### src/sv/tsf_pkg.sv
package tsf_pkg;

  // Datapath widths that do not follow the module parameters.
  localparam int OP_W    = 64;   // operand register, holds any state or scaled sample
  localparam int HALF_W  = 32;   // operand half fed to the multiplier
  localparam int COEF_W  = 32;
  localparam int PROD_W  = COEF_W + HALF_W + 1;
  localparam int ACC_W   = 100;

  // Microprogram length and step counter width.
  localparam int NUM_STEPS = 33;
  localparam int STEP_W    = 6;

  // Configuration register indexes.
  localparam logic [1:0] REG_RATE_MODE = 2'd0;
  localparam logic [1:0] REG_GAIN_ONE  = 2'd1;
  localparam logic [1:0] REG_GAIN_TWO  = 2'd2;
  localparam logic [1:0] REG_GAIN_THREE = 2'd3;

  // Codes of the rate_mode register; the spare code runs the rate one hundred table.
  typedef enum logic [1:0] {
    RATE_FIVE,
    RATE_TWENTY_FIVE,
    RATE_HUNDRED,
    RATE_SPARE
  } rate_e;

  // Coefficient sources: 0 to 11 index the A and B table (B starts at SRC_B0), 12 to 14 the C gains.
  localparam logic [3:0] SRC_B0    = 4'd9;
  localparam logic [3:0] SRC_GAIN0 = 4'd12;
  localparam logic [3:0] SRC_GAIN1 = 4'd13;
  localparam logic [3:0] SRC_GAIN2 = 4'd14;

  typedef enum logic [1:0] {
    COND_NONE,
    COND_IN,
    COND_OUT
  } cond_e;

  typedef enum logic [2:0] {
    OPND_X0,
    OPND_X1,
    OPND_X2,
    OPND_UX,
    OPND_N0,
    OPND_N1,
    OPND_N2
  } opnd_e;

  typedef struct packed {
    logic       load;
    logic       mul;
    logic [3:0] src;
    opnd_e      opnd;
    logic       hi;
    logic       clr;
    logic       rnd_st;
    logic [1:0] rnd_idx;
    logic       rnd_out;
    logic       commit;
    cond_e      cond;
    logic       last;
  } ctrl_t;

  typedef struct packed {
    logic in_valid;
    logic out_free;
  } stat_t;

  // a11 a12 a13 a21 a22 a23 a31 a32 a33 b1 b2 b3 in signed Q1.31.
  localparam logic signed [COEF_W-1:0] COEF_R5 [12] = '{
    32'sd1332077980, -32'sd594464280, -32'sd692973453,
    32'sd692973453, 32'sd2025051432, -32'sd149468381,
    32'sd74734191, 32'sd421220917, 32'sd2137152718,
    32'sd346486726, 32'sd74734191, 32'sd5165465
  };
  localparam logic signed [COEF_W-1:0] COEF_R25 [12] = '{
    32'sd1977404063, -32'sd127074237, -32'sd164972575,
    32'sd164972575, 32'sd2142376638, -32'sd6689612,
    32'sd3344806, 32'sd85831094, 32'sd2147393847,
    32'sd82486288, 32'sd3344806, 32'sd44900
  };
  localparam logic signed [COEF_W-1:0] COEF_R100 [12] = '{
    32'sd2104641354, -32'sd32103988, -32'sd42520892,
    32'sd42520892, 32'sd2147162246, -32'sd426637,
    32'sd213318, 32'sd21473765, 32'sd2147482223,
    32'sd21260446, 32'sd213318, 32'sd712
  };

  // Table lookup; the unused mode code falls back to the rate one hundred table.
  function automatic logic signed [COEF_W-1:0] coef_pick(logic [1:0] mode, logic [3:0] idx);
    logic signed [COEF_W-1:0] c;
    c = '0;
    if (idx < SRC_GAIN0) begin
      case (mode)
        RATE_FIVE:        c = COEF_R5[idx];
        RATE_TWENTY_FIVE: c = COEF_R25[idx];
        default:          c = COEF_R100[idx];
      endcase
    end
    return c;
  endfunction

  // Microprogram. Each product takes a low-half and a high-half multiply step.
  // The product register and the accumulator each add a stage, so a sum is
  // rounded once its last product has passed both, while the next sum starts.
  function automatic ctrl_t ucode(logic [STEP_W-1:0] step);
    ctrl_t w;
    int s;
    int p;
    int h;
    int i;
    int k;
    w = '0;
    s = int'(step);
    p = 0;
    h = 0;
    i = 0;
    k = 0;
    if (s == 0) begin
      w.load = 1'b1;
      w.cond = COND_IN;
    end else if (s <= 30) begin
      p = (s - 1) >> 1;
      h = (s - 1) & 1;
      w.mul = 1'b1;
      w.hi  = (h == 1);
      if (p < 12) begin
        i = p >> 2;
        k = p & 3;
        if (k == 0) begin
          w.src  = 4'(int'(SRC_B0) + i);
          w.opnd = OPND_UX;
        end else begin
          w.src  = 4'(3 * i + k - 1);
          w.opnd = opnd_e'(3'(k - 1));
        end
        w.clr = (k == 0) && (h == 0);
      end else begin
        w.src  = 4'(int'(SRC_GAIN0) + p - 12);
        w.opnd = opnd_e'(3'(int'(OPND_N0) + p - 12));
        w.clr  = (p == 12) && (h == 0);
      end
    end
    if (s == 10 || s == 18 || s == 26) begin
      w.rnd_st  = 1'b1;
      w.rnd_idx = 2'((s - 10) >> 3);
    end
    if (s == 32) begin
      w.rnd_out = 1'b1;
      w.commit  = 1'b1;
      w.cond    = COND_OUT;
      w.last    = 1'b1;
    end
    return w;
  endfunction

endpackage

### src/sv/third_order_state_space_filter.sv
// Inputs are taken one at a time: a new transaction is accepted only after the
// previous one has passed its output rounding step. The shared 32x33 multiplier
// is used for 30 steps (two per product), plus one accept step, one pipeline drain
// step and one output rounding step, which stalls while the previous result is
// not yet taken.
// Reset (asynchronous, active low) clears the state vector, the configuration
// registers and the output valid flag; the block is ready for input right after.
module third_order_state_space_filter #(
  parameter int SAMPLE_WIDTH = 32,
  parameter int STATE_WIDTH  = 48
) (
  input  logic                           clk_i,
  input  logic                           rst_ni,
  input  logic                           cfg_we_i,
  input  logic [1:0]                     cfg_index_i,
  input  logic [31:0]                    cfg_data_i,
  input  logic                           in_valid_i,
  output logic                           in_ready_o,
  input  logic signed [SAMPLE_WIDTH-1:0] sample_in_i,
  output logic                           out_valid_o,
  input  logic                           out_ready_i,
  output logic signed [SAMPLE_WIDTH-1:0] sample_out_o,
  output logic                           saturated_o
);

  // Configuration registers. The user must write them only while the block is
  // idle, which the block itself does not enforce; the datapath reads them directly.
  logic [1:0] mode_q;
  logic signed [tsf_pkg::COEF_W-1:0] gain_q [3];

  // Output register. The next transaction may be accepted and computed while
  // a result waits here; on the output side the program only stalls on its final step.
  logic out_valid_q;
  logic signed [SAMPLE_WIDTH-1:0] out_sample_q;
  logic out_sat_q;

  tsf_pkg::ctrl_t ctrl;
  tsf_pkg::stat_t stat;
  logic signed [SAMPLE_WIDTH-1:0] dp_sample;
  logic dp_clip;

  always_comb begin
    stat.in_valid = in_valid_i;
    stat.out_free = !out_valid_q || out_ready_i;
  end

  // The sequencer steps through the microprogram: accept, thirty multiply
  // steps with three state roundings interleaved, then the output rounding.
  tsf_sequencer u_seq (
    .clk_i   (clk_i),
    .rst_ni  (rst_ni),
    .stat_i  (stat),
    .ctrl_o  (ctrl),
    .ready_o (in_ready_o)
  );

  tsf_datapath #(
    .SAMPLE_WIDTH (SAMPLE_WIDTH),
    .STATE_WIDTH  (STATE_WIDTH)
  ) u_dp (
    .clk_i    (clk_i),
    .rst_ni   (rst_ni),
    .ctrl_i   (ctrl),
    .sample_i (sample_in_i),
    .mode_i   (mode_q),
    .gain_i   (gain_q),
    .sample_o (dp_sample),
    .clip_o   (dp_clip)
  );

  always_ff @(posedge clk_i or negedge rst_ni) begin
    if (!rst_ni) begin
      mode_q <= '0;
      gain_q <= '{default: '0};
    end else if (cfg_we_i) begin
      case (cfg_index_i)
        tsf_pkg::REG_RATE_MODE:  mode_q    <= cfg_data_i[1:0];
        tsf_pkg::REG_GAIN_ONE:   gain_q[0] <= cfg_data_i;
        tsf_pkg::REG_GAIN_TWO:   gain_q[1] <= cfg_data_i;
        tsf_pkg::REG_GAIN_THREE: gain_q[2] <= cfg_data_i;
        default: ;
      endcase
    end
  end

  always_ff @(posedge clk_i or negedge rst_ni) begin
    if (!rst_ni) begin
      out_valid_q <= 1'b0;
    end else if (ctrl.rnd_out) begin
      out_valid_q <= 1'b1;
    end else if (out_ready_i) begin
      out_valid_q <= 1'b0;
    end
  end

  always_ff @(posedge clk_i) begin
    if (ctrl.rnd_out) begin
      out_sample_q <= dp_sample;
      out_sat_q    <= dp_clip;
    end
  end

  assign out_valid_o  = out_valid_q;
  assign sample_out_o = out_sample_q;
  assign saturated_o  = out_sat_q;

  a_busy_after_accept: assert property (@(posedge clk_i) disable iff (!rst_ni)
    (in_valid_i && in_ready_o) |=> !in_ready_o)
    else $error("input accepted twice in a row");

  a_no_overwrite: assert property (@(posedge clk_i) disable iff (!rst_ni)
    ctrl.rnd_out |-> (!out_valid_q || out_ready_i))
    else $error("result written over one not yet taken");

endmodule

### src/sv/tsf_sequencer.sv
module tsf_sequencer (
  input  logic            clk_i,
  input  logic            rst_ni,
  input  tsf_pkg::stat_t  stat_i,
  output tsf_pkg::ctrl_t  ctrl_o,
  output logic            ready_o
);

  logic [tsf_pkg::STEP_W-1:0] step_q, step_d;
  tsf_pkg::ctrl_t word;
  logic go;

  always_comb begin
    word = tsf_pkg::ucode(step_q);
    case (word.cond)
      tsf_pkg::COND_NONE: go = 1'b1;
      tsf_pkg::COND_IN:   go = stat_i.in_valid;
      tsf_pkg::COND_OUT:  go = stat_i.out_free;
      default:            go = 1'b0;
    endcase
  end

  // A step whose condition fails jumps to itself and issues no action.
  always_comb begin
    if (!go) begin
      step_d = step_q;
    end else if (word.last) begin
      step_d = '0;
    end else begin
      step_d = step_q + 1'b1;
    end
    ctrl_o  = go ? word : '0;
    ready_o = word.load;
  end

  always_ff @(posedge clk_i or negedge rst_ni) begin
    if (!rst_ni) begin
      step_q <= '0;
    end else begin
      step_q <= step_d;
    end
  end

  a_step_range: assert property (@(posedge clk_i) disable iff (!rst_ni)
    step_q < tsf_pkg::STEP_W'(tsf_pkg::NUM_STEPS))
    else $error("step counter left the program");

  a_load_advances: assert property (@(posedge clk_i) disable iff (!rst_ni)
    ctrl_o.load |=> (step_q == tsf_pkg::STEP_W'(1)))
    else $error("accepted transaction did not start the program");

endmodule

### src/sv/tsf_datapath.sv
module tsf_datapath #(
  parameter int SAMPLE_WIDTH = 32,
  parameter int STATE_WIDTH  = 48
) (
  input  logic                           clk_i,
  input  logic                           rst_ni,
  input  tsf_pkg::ctrl_t                 ctrl_i,
  input  logic signed [SAMPLE_WIDTH-1:0] sample_i,
  input  logic [1:0]                     mode_i,
  input  logic signed [tsf_pkg::COEF_W-1:0] gain_i [3],
  output logic signed [SAMPLE_WIDTH-1:0] sample_o,
  output logic                           clip_o
);

  localparam int OPW  = tsf_pkg::OP_W;
  localparam int HW   = tsf_pkg::HALF_W;
  localparam int ACCW = tsf_pkg::ACC_W;

  localparam logic signed [ACCW-1:0] ST_HALF  = ACCW'(1) << 30;
  localparam logic signed [ACCW-1:0] OUT_HALF = ACCW'(1) << 39;
  localparam logic signed [STATE_WIDTH-1:0]  ST_MAX  = {1'b0, {(STATE_WIDTH-1){1'b1}}};
  localparam logic signed [STATE_WIDTH-1:0]  ST_MIN  = {1'b1, {(STATE_WIDTH-1){1'b0}}};
  localparam logic signed [SAMPLE_WIDTH-1:0] OUT_MAX = {1'b0, {(SAMPLE_WIDTH-1){1'b1}}};
  localparam logic signed [SAMPLE_WIDTH-1:0] OUT_MIN = {1'b1, {(SAMPLE_WIDTH-1){1'b0}}};

  logic signed [OPW-1:0]          ux_q;
  logic signed [STATE_WIDTH-1:0]  x_q [3];
  logic signed [STATE_WIDTH-1:0]  nx_q [3];
  logic signed [tsf_pkg::PROD_W-1:0] prod_q, prod_d;
  logic pv_q, phi_q, pclr_q;
  logic signed [ACCW-1:0] acc_q, acc_d, addend;
  logic clip_q;

  logic signed [tsf_pkg::COEF_W-1:0] coef;
  logic signed [OPW-1:0]  op;
  logic signed [HW:0]     opm;
  logic signed [ACCW-1:0] st_sum, st_sh, y_sum, y_sh;
  logic signed [STATE_WIDTH-1:0] st_val;
  logic st_clip, y_clip;

  always_comb begin
    if (ctrl_i.src < tsf_pkg::SRC_GAIN0) begin
      coef = tsf_pkg::coef_pick(mode_i, ctrl_i.src);
    end else begin
      case (ctrl_i.src)
        tsf_pkg::SRC_GAIN0: coef = gain_i[0];
        tsf_pkg::SRC_GAIN1: coef = gain_i[1];
        default:            coef = gain_i[2];
      endcase
    end
    case (ctrl_i.opnd)
      tsf_pkg::OPND_X0: op = OPW'(x_q[0]);
      tsf_pkg::OPND_X1: op = OPW'(x_q[1]);
      tsf_pkg::OPND_X2: op = OPW'(x_q[2]);
      tsf_pkg::OPND_UX: op = ux_q;
      tsf_pkg::OPND_N0: op = OPW'(nx_q[0]);
      tsf_pkg::OPND_N1: op = OPW'(nx_q[1]);
      tsf_pkg::OPND_N2: op = OPW'(nx_q[2]);
      default:          op = '0;
    endcase
    // The low half enters as an unsigned value, the high half carries the sign.
    opm    = ctrl_i.hi ? {op[OPW-1], op[OPW-1:HW]} : {1'b0, op[HW-1:0]};
    prod_d = coef * opm;
  end

  always_comb begin
    addend = phi_q ? (ACCW'(prod_q) <<< HW) : ACCW'(prod_q);
    acc_d  = (pclr_q ? '0 : acc_q) + addend;

    st_sum  = acc_q + ST_HALF;
    st_sh   = st_sum >>> 31;
    st_clip = (st_sh != ACCW'(signed'(st_sh[STATE_WIDTH-1:0])));
    st_val  = st_clip ? (st_sh[ACCW-1] ? ST_MIN : ST_MAX) : st_sh[STATE_WIDTH-1:0];

    y_sum  = acc_q + OUT_HALF;
    y_sh   = y_sum >>> 40;
    y_clip = (y_sh != ACCW'(signed'(y_sh[SAMPLE_WIDTH-1:0])));
    sample_o = y_clip ? (y_sh[ACCW-1] ? OUT_MIN : OUT_MAX) : y_sh[SAMPLE_WIDTH-1:0];
    clip_o   = clip_q | y_clip;
  end

  always_ff @(posedge clk_i or negedge rst_ni) begin
    if (!rst_ni) begin
      pv_q   <= 1'b0;
      phi_q  <= 1'b0;
      pclr_q <= 1'b0;
      x_q    <= '{default: '0};
    end else begin
      pv_q   <= ctrl_i.mul;
      phi_q  <= ctrl_i.hi;
      pclr_q <= ctrl_i.clr;
      if (ctrl_i.commit) begin
        x_q <= nx_q;
      end
    end
  end

  always_ff @(posedge clk_i) begin
    if (ctrl_i.load) begin
      ux_q   <= OPW'(sample_i) <<< 16;
      clip_q <= 1'b0;
    end else if (ctrl_i.rnd_st) begin
      clip_q <= clip_q | st_clip;
    end
    if (ctrl_i.mul) begin
      prod_q <= prod_d;
    end
    if (pv_q) begin
      acc_q <= acc_d;
    end
    if (ctrl_i.rnd_st) begin
      nx_q[ctrl_i.rnd_idx] <= st_val;
    end
  end

  a_commit_drained: assert property (@(posedge clk_i) disable iff (!rst_ni)
    ctrl_i.commit |-> !pv_q)
    else $error("state committed while a product was still pending");

endmodule

### config.mk
export PLATFORM = sky130hd
export DESIGN_NAME = third_order_state_space_filter
export DESIGN_NICKNAME = d
export VERILOG_FILES = /design/src/sv/tsf_pkg.sv /design/src/sv/third_order_state_space_filter.sv /design/src/sv/tsf_sequencer.sv /design/src/sv/tsf_datapath.sv
export SDC_FILE = /design/constraint.sdc
export NUM_CORES = 2
export LEC_CHECK = 0
export ABC_AREA = 1
export ABC_CLOCK_PERIOD_IN_PS = 13260
export BUFFER_PORTS_ARGS = -buffer_cell sky130_fd_sc_hd__buf_2
export CAP_MARGIN = 20
export CORE_UTILIZATION = 45
export CTS_CLUSTER_SIZE = 28
export DETAILED_ROUTE_END_ITERATION = 10
export PLACE_DENSITY = 0.66
export SYNTH_ARGS = -nofsm -noshare
export SYNTH_HDL_FRONTEND = slang
export SYNTH_SLANG_ARGS = --single-unit
### constraint.sdc
create_clock -name clk_i -period 13.26 [get_ports clk_i]
set_input_delay 1.989 -clock clk_i [delete_from_list [all_inputs] [get_ports clk_i]]
set_output_delay 1.989 -clock clk_i [all_outputs]
set_load 0.02 [all_outputs]
[Yosys cells after proc, flatten, opt, wreduce, memory -nomap -nowiden]
Memories as Yosys holds them, arrays and structs flattened.
Index checks and enable logic that the tools add are counted.
Word-level totals
  register bits: 627
  bits in read-only memories: 1536
  output and inout port bits: 35
  logic and storage cells: 124
  memories kept: 3
Operators by class
  $add $sub $neg: 14
  $mul: 2
  order comparisons: 6
  eq/ne operators: 21
  multiplexer cells: 34
  bitwise logic cells: 4
  reductions and logical operators: 19
Memories
  (no name shown): depth 16, bits a word 32, read ports 1, clocked after Yosys merged registers in 0, wr ports 0, RTL line tsf_pkg.sv:97  | RATE_TWENTY_FIVE: c = COEF_R25[idx];
  (no name shown): depth 16, bits a word 32, read ports 1, clocked after Yosys merged registers in 0, wr ports 0, RTL line tsf_pkg.sv:96  | RATE_FIVE: c = COEF_R5[idx];
  (no name shown): depth 16, bits a word 32, read ports 1, clocked after Yosys merged registers in 0, wr ports 0, RTL line tsf_pkg.sv:98  | default: c = COEF_R100[idx];
Operator list (count)
  64-bit one-hot mux with 7 select lines: 1
  32-bit 2-to-1 mux: 9
  144-bit bitwise mux: 1
  48-bit 2-to-1 mux: 3
  32-bit one-hot mux with 2 select lines: 2
  100-bit adder: 1
  100-bit by 32-bit adder with 100-bit output (second input constant): 1
  100-bit by 41-bit adder with 100-bit output (second input constant): 1
  100-bit 2-to-1 mux: 1
  48-bit demux with 2-bit select: 1
  96-bit 2-to-1 mux: 1
  32-bit by 33-bit multiplier with 65-bit output: 1
  32-bit logical NOT: 2
  33-bit 2-to-1 mux: 1
  31-bit by 4-bit less-than comparator with 1-bit output (second input constant): 1
  2-bit by 29-bit multiplier with 4-bit output (first input constant): 1
  28-bit by 1-bit inequality test with 1-bit output: 1
  21-bit by 1-bit inequality test with 1-bit output: 1
  10-bit 2-to-1 mux: 2
  19-bit 2-to-1 mux: 1
  6-bit == test (second input constant): 3
  7-bit 2-to-1 mux: 2
  6-bit by 5-bit == test with 1-bit output (second input constant): 2
  3-bit == test (second input constant): 3
  36 further kinds: 57

[Depth between registers and ports, before layout]
  depth in word-level cells: 16
  mapped depth: 56

[By module]
From an unflattened synthesis, not the netlist that was laid out.
Unflattened totals
  cells, all modules: 9519
  area total of the unflattened synthesis: 76966.3 µm²
Modules (own cells, without submodules)
  tsf_datapath: times used 1, cells an instance 8892, area an instance 70845.4 µm², seq. area each 13938.4 µm²
  third_order_state_space_filter: times used 1, cells an instance 477, area an instance 5051.1 µm², seq. area each 3468.3 µm²
  tsf_sequencer: times used 1, cells an instance 150, area an instance 1069.8 µm², seq. area each 150.1 µm²

[Worst setup path before layout]
No wires, ideal clock.
  kind: reg-to-reg
  from: register u_seq.step_q[1] (netlist bit)
  to: register u_dp.prod_q[62] (netlist bit) (data pin)
  library setup time: 0.265 ns
  arrival: 10.509 ns
  setup slack: 2.486 ns
  cell stages (with the launch flop): 43
  path buffers: 1
  clock period less this slack: 10.774 ns
  cell sequence: dfrtp_1 inv_1 ha_1 nand2_2 nor2_2 inv_2 nand3_4 inv_2 nand3_1 ha_1 inv_1 nand2_1 nand2_1 nand3_1 nand2_1 nor2_1 nand2_1 nand2_2 [... 7 more ...] inv_1 fa_1 inv_1 fa_1 inv_1 fa_1 fa_1 inv_1 ha_1 a21oi_1 inv_1 a31oi_1 o21ai_0 a31oi_1 o21ai_0 a21oi_1 o21ai_0 xor2_1
On the way
  longest elaborated chain between the ends: 16
RTL lines
  start: declaration: RTL line tsf_sequencer.sv:9  | logic [tsf_pkg::STEP_W-1:0] step_q, step_d;
  start signal: assignment: RTL line tsf_sequencer.sv:40  | step_q <= step_d;
  6-bit by 1-bit subtractor with 7-bit output: RTL line tsf_pkg.sv:124  | p = (s - 1) >> 1;
  2-bit by 29-bit multiplier with 4-bit output: RTL line tsf_pkg.sv:135  | w.src = 4'(3 * i + k - 1);
  4-bit by 3-bit adder with 4-bit output: RTL line tsf_pkg.sv:135
  4-bit by 2-bit subtractor with 4-bit output: RTL line tsf_pkg.sv:135
  7-bit 2-to-1 mux: RTL line tsf_pkg.sv:131  | if (k == 0) begin
  7-bit 2-to-1 mux: RTL line tsf_pkg.sv:128  | if (p < 12) begin
  10-bit 2-to-1 mux: RTL line tsf_pkg.sv:123  | end else if (s <= 30) begin
  10-bit 2-to-1 mux: RTL line tsf_pkg.sv:120  | if (s == 0) begin
  19-bit 2-to-1 mux *: RTL line tsf_sequencer.sv:32  | ctrl_o = go ? word : '0;
  4-bit inverter with 5-bit output (not written as such): RTL line tsf_pkg.sv:96, tsf_pkg.sv:97, tsf_pkg.sv:98
  memory read 16 x 32 bit, on equally long branches
  32-bit 2-to-1 mux, on equally long branches (2 in series): RTL line tsf_pkg.sv:98, tsf_pkg.sv:96, tsf_pkg.sv:97
  32-bit one-hot mux with 2 select lines: RTL line tsf_pkg.sv:95  | case (mode)
  32-bit 2-to-1 mux: RTL line tsf_datapath.sv:42  | if (ctrl_i.src < tsf_pkg::SRC_GAIN0) begin
  32-bit by 33-bit multiplier with 65-bit output *: RTL line tsf_datapath.sv:63  | prod_d = coef * opm;
  via u_dp.prod_d (one bit): RTL line tsf_datapath.sv:29  | logic signed [tsf_pkg::PROD_W-1:0] prod_q, prod_d;
  end signal: assignment: RTL line tsf_datapath.sv:106  | prod_q <= prod_d;
  end: declaration: RTL line tsf_datapath.sv:29
Mark *: on every way through the listed nets, which the timed path passes. The rest lies on a longest branch. The select of a mux whose other input is x is not followed.
A chain may end at the register's enable or synchronous reset.

[Worst setup path after layout]
  from: register u_seq.step_q[1] (netlist bit)
  to: register u_dp.prod_q[51] (netlist bit) (data pin)
Same word-level chain as after synthesis.

==> impl_metrics.json <==
{
  "synth_compound_area_share_pct": 7.64,
  "dp_hpwl_mm": 257,
  "synth_adder_area_share_pct": 33.5,
  "antenna_found_initial": 18,
  "synth_top_family_by_area": "adder cells",
  "skew_ps": 70.9,
  "rsz0062_at_grt": "no",
  "cts_buffers": 75,
  "area_growth_pct": 7.29,
  "startpoint_type": "register",
  "max_stage_delay_ps": 630,
  "cts.htree.levels": 3,
  "met1_usage_pct": 47.9,
  "fmax_mhz": 81.7,
  "fp-row-count": 152,
  "cp_data_required_time_ps": 13700,
  "core_sq_um": 172000,
  "synth_xor_area_share_pct": 2.88,
  "syn-cell-area_sq_um": 78200,
  "synth-async-reset-ratio_pct": 40.2,
  "setup_viol": 0,
  "via_per_inst": 5.60,
  "synthFlopType": "edfxtp_1",
  "grt_pass1_vias": 69103,
  "root_buffer": "clkbuf_16",
  "avgSynthCellArea_sq_um": 7.89,
  "tns_ps": 0,
  "busiest_layer": "met2",
  "gr-usage-met3_pct": 8.99,
  "ys_ff_latch": 627,
  "wire_per_inst_um": 25.7,
  "die_w_um": 419,
  "dr.pass1.iters": 7,
  "timing.max_cap.violations": 0,
  "synth_cells": 9916,
  "cts_tree": "done",
  "critPathArrivalTime_ps": 12690,
  "ctsResizeCount": 0,
  "cp_max_fo": 39,
  "die_h_um": 419,
  "grt_max_degree": 154,
  "slowest_stage": "nand2_2",
  "wirelength_mm": 316,
  "remaining_drc_errors": 0,
  "hold-worst-slack_ps": 467,
  "synth_edf_count": 374,
  "clkTransAtPathRegs_ps": 60,
  "yosysSeqAreaShare_pct": 22.4,
  "grt_usage_pct": 36.2,
  "hold_viol": 0,
  "tightest_slew_ps": 1230,
  "cp-end-kind": "register",
  "yosys_warnings": 0,
  "gp_congestion": 1.06,
  "layout-drive-gt1-share_pct": 5.57,
  "maxSlewHeadroom_pct": 18.0,
  "synth_nets": 11412,
  "fillCellCount": 17051,
  "slew_viol_final": 0,
  "drt_iter0_markers": 7735,
  "cts_sinks": 627,
  "grt_first_pass_wirelength_mm": 462,
  "crit_type": "reg2reg",
  "initial_core_util_pct": 45.5,
  "finalCriticalPeriod_ps": 12250,
  "grtUsageMet2_pct": 55.4,
  "cp_common_cell": "fa_1",
  "ant_nets": 0,
  "overflow": 0,
  "synth_simple_gate_area_share_pct": 21.8,
  "ctsHoldBuffers": 0,
  "nNetsFinal": 11423,
  "min_path_type": "reg2reg",
  "portBuffers": 105,
  "synth_cell_types": 54,
  "vias": 68919,
  "final_common_cell": "inv_1",
  "period_share_pct": 92.4,
  "ioPinCount": 106,
  "cts_setup_buffers": 0,
  "clockBufferDepth": 3,
  "layout_common_cells": "inv_1 (1928), nand2_1 (1920), nor2_1 (1341)",
  "synthMuxAreaShare_pct": 0,
  "status": "complete, no violations",
  "dieArea_sq_um": 176000,
  "clk_latency_ps": 720
}
==> critical path: cells and delay by family (launching register included) <==
kind                       cells  cell delay [ps]
AOI/OAI and AO/OA              2              250
xor gates and xnor gates       3              740
DFF                            1              490
buffers and inverters         11             1430
adders and majority gates     13             5650
and+or+nand+nor               19             3420
==> cell usage after synthesis (48+ instances only) <==
cell type  number  area share, %
a21oi_1       363            2.3
buf_2         159            1.0
buf_4          51           0.49
clkbuf_1      128           0.61
dfrtp_1       252            8.1
edfxtp_1      374             14
fa_1         1114             29
ha_1          311            5.0
inv_1        1929            9.3
nand2_1      1920            9.2
nand2_2        48           0.38
nand3_1       690            4.4
nor2_1       1348            6.5
o21ai_0       611            3.9
xnor2_1        67           0.75
xor2_1        190            2.1
==> sequential cells by signal, summed over array words and instances, names as in the netlist <==
| signal | cells |
|---|---|
| u_dp.pv_q | 1 |
| u_dp.phi_q | 1 |
| u_dp.ux_q | 32 |
| saturated_o | 1 |
| u_dp.prod_q | 65 |
| out_valid_o | 1 |
| u_dp.clip_q | 1 |
| u_seq.step_q | 6 |
| mode_q | 2 |
| sample_out_o | 32 |
| u_dp.x_q | 144 |
| u_dp.nx_q | 144 |
| u_dp.acc_q | 100 |
| u_dp.pclr_q | 1 |
| gain_q | 96 |
==> area by class of cell <==
cell class | count | area, sq um | share of cell area, %
antenna | 5 | 12.5 | 0.0149
sequential | 627 | 17600 | 20.9
inverter | 1964 | 7380 | 8.79
tap | 2310 | 2890 | 3.44
multi-input combinational | 6966 | 51600 | 61.4
clock inverter | 34 | 405 | 0.483
timing repair buffer | 293 | 2010 | 2.39
clock buffer | 103 | 2100 | 2.51
==> through the flow <==
step	utilization, %	worst slack, ps	cell area, sq um	cells
CTS	48.8	1180	83900	12297
detailed placement	47.3	1220	81400	12160
floorplan	-	2490	78200	9916
global route	48.8	473	83900	12297
global placement	47.3	1310	81400	12160
finish	48.8	1010	83900	12302
==> cell families after synthesis <==
logic type	Yosys count
compound gates	1125
xor+xnor	257
fa+ha+maj	1425
buf+inv	2323
flops	627
simple gates	4159
==> per-layer routing <==
metal | vias up | part of all wire (%)
met5 | - | 0.035
met4 | 16 | 5.8
met3 | 769 | 11
met2 | 3638 | 44
met1 | 34094 | 40
li1 | 30402 | -
==> final timing paths <==
check / depth (start not counted) / start / slack [ps] / to
max: 48 / u_seq.step_q[1]$_DFFE_PN0P_ / 1010 / u_dp.prod_q[51]$_DFFE_PP_
min: 2 / u_dp.nx_q[13]$_DFFE_PP_ / 470 / u_dp.x_q[13]$_DFFE_PN0P_
max reg2reg: 48 / u_seq.step_q[1]$_DFFE_PN0P_ / 1010 / u_dp.prod_q[51]$_DFFE_PP_
min reg2reg: 2 / u_dp.nx_q[13]$_DFFE_PP_ / 470 / u_dp.x_q[13]$_DFFE_PN0P_
max in group asynchronous: 2 / rst_ni / 10210 / u_dp.pv_q$_DFF_PN0_
min in group asynchronous: 1 / rst_ni / 1300 / u_dp.x_q[40]$_DFFE_PN0P_
Power is not shown: default switching activity piles up to over one toggle a cycle in this logic, so the estimate is an artifact.
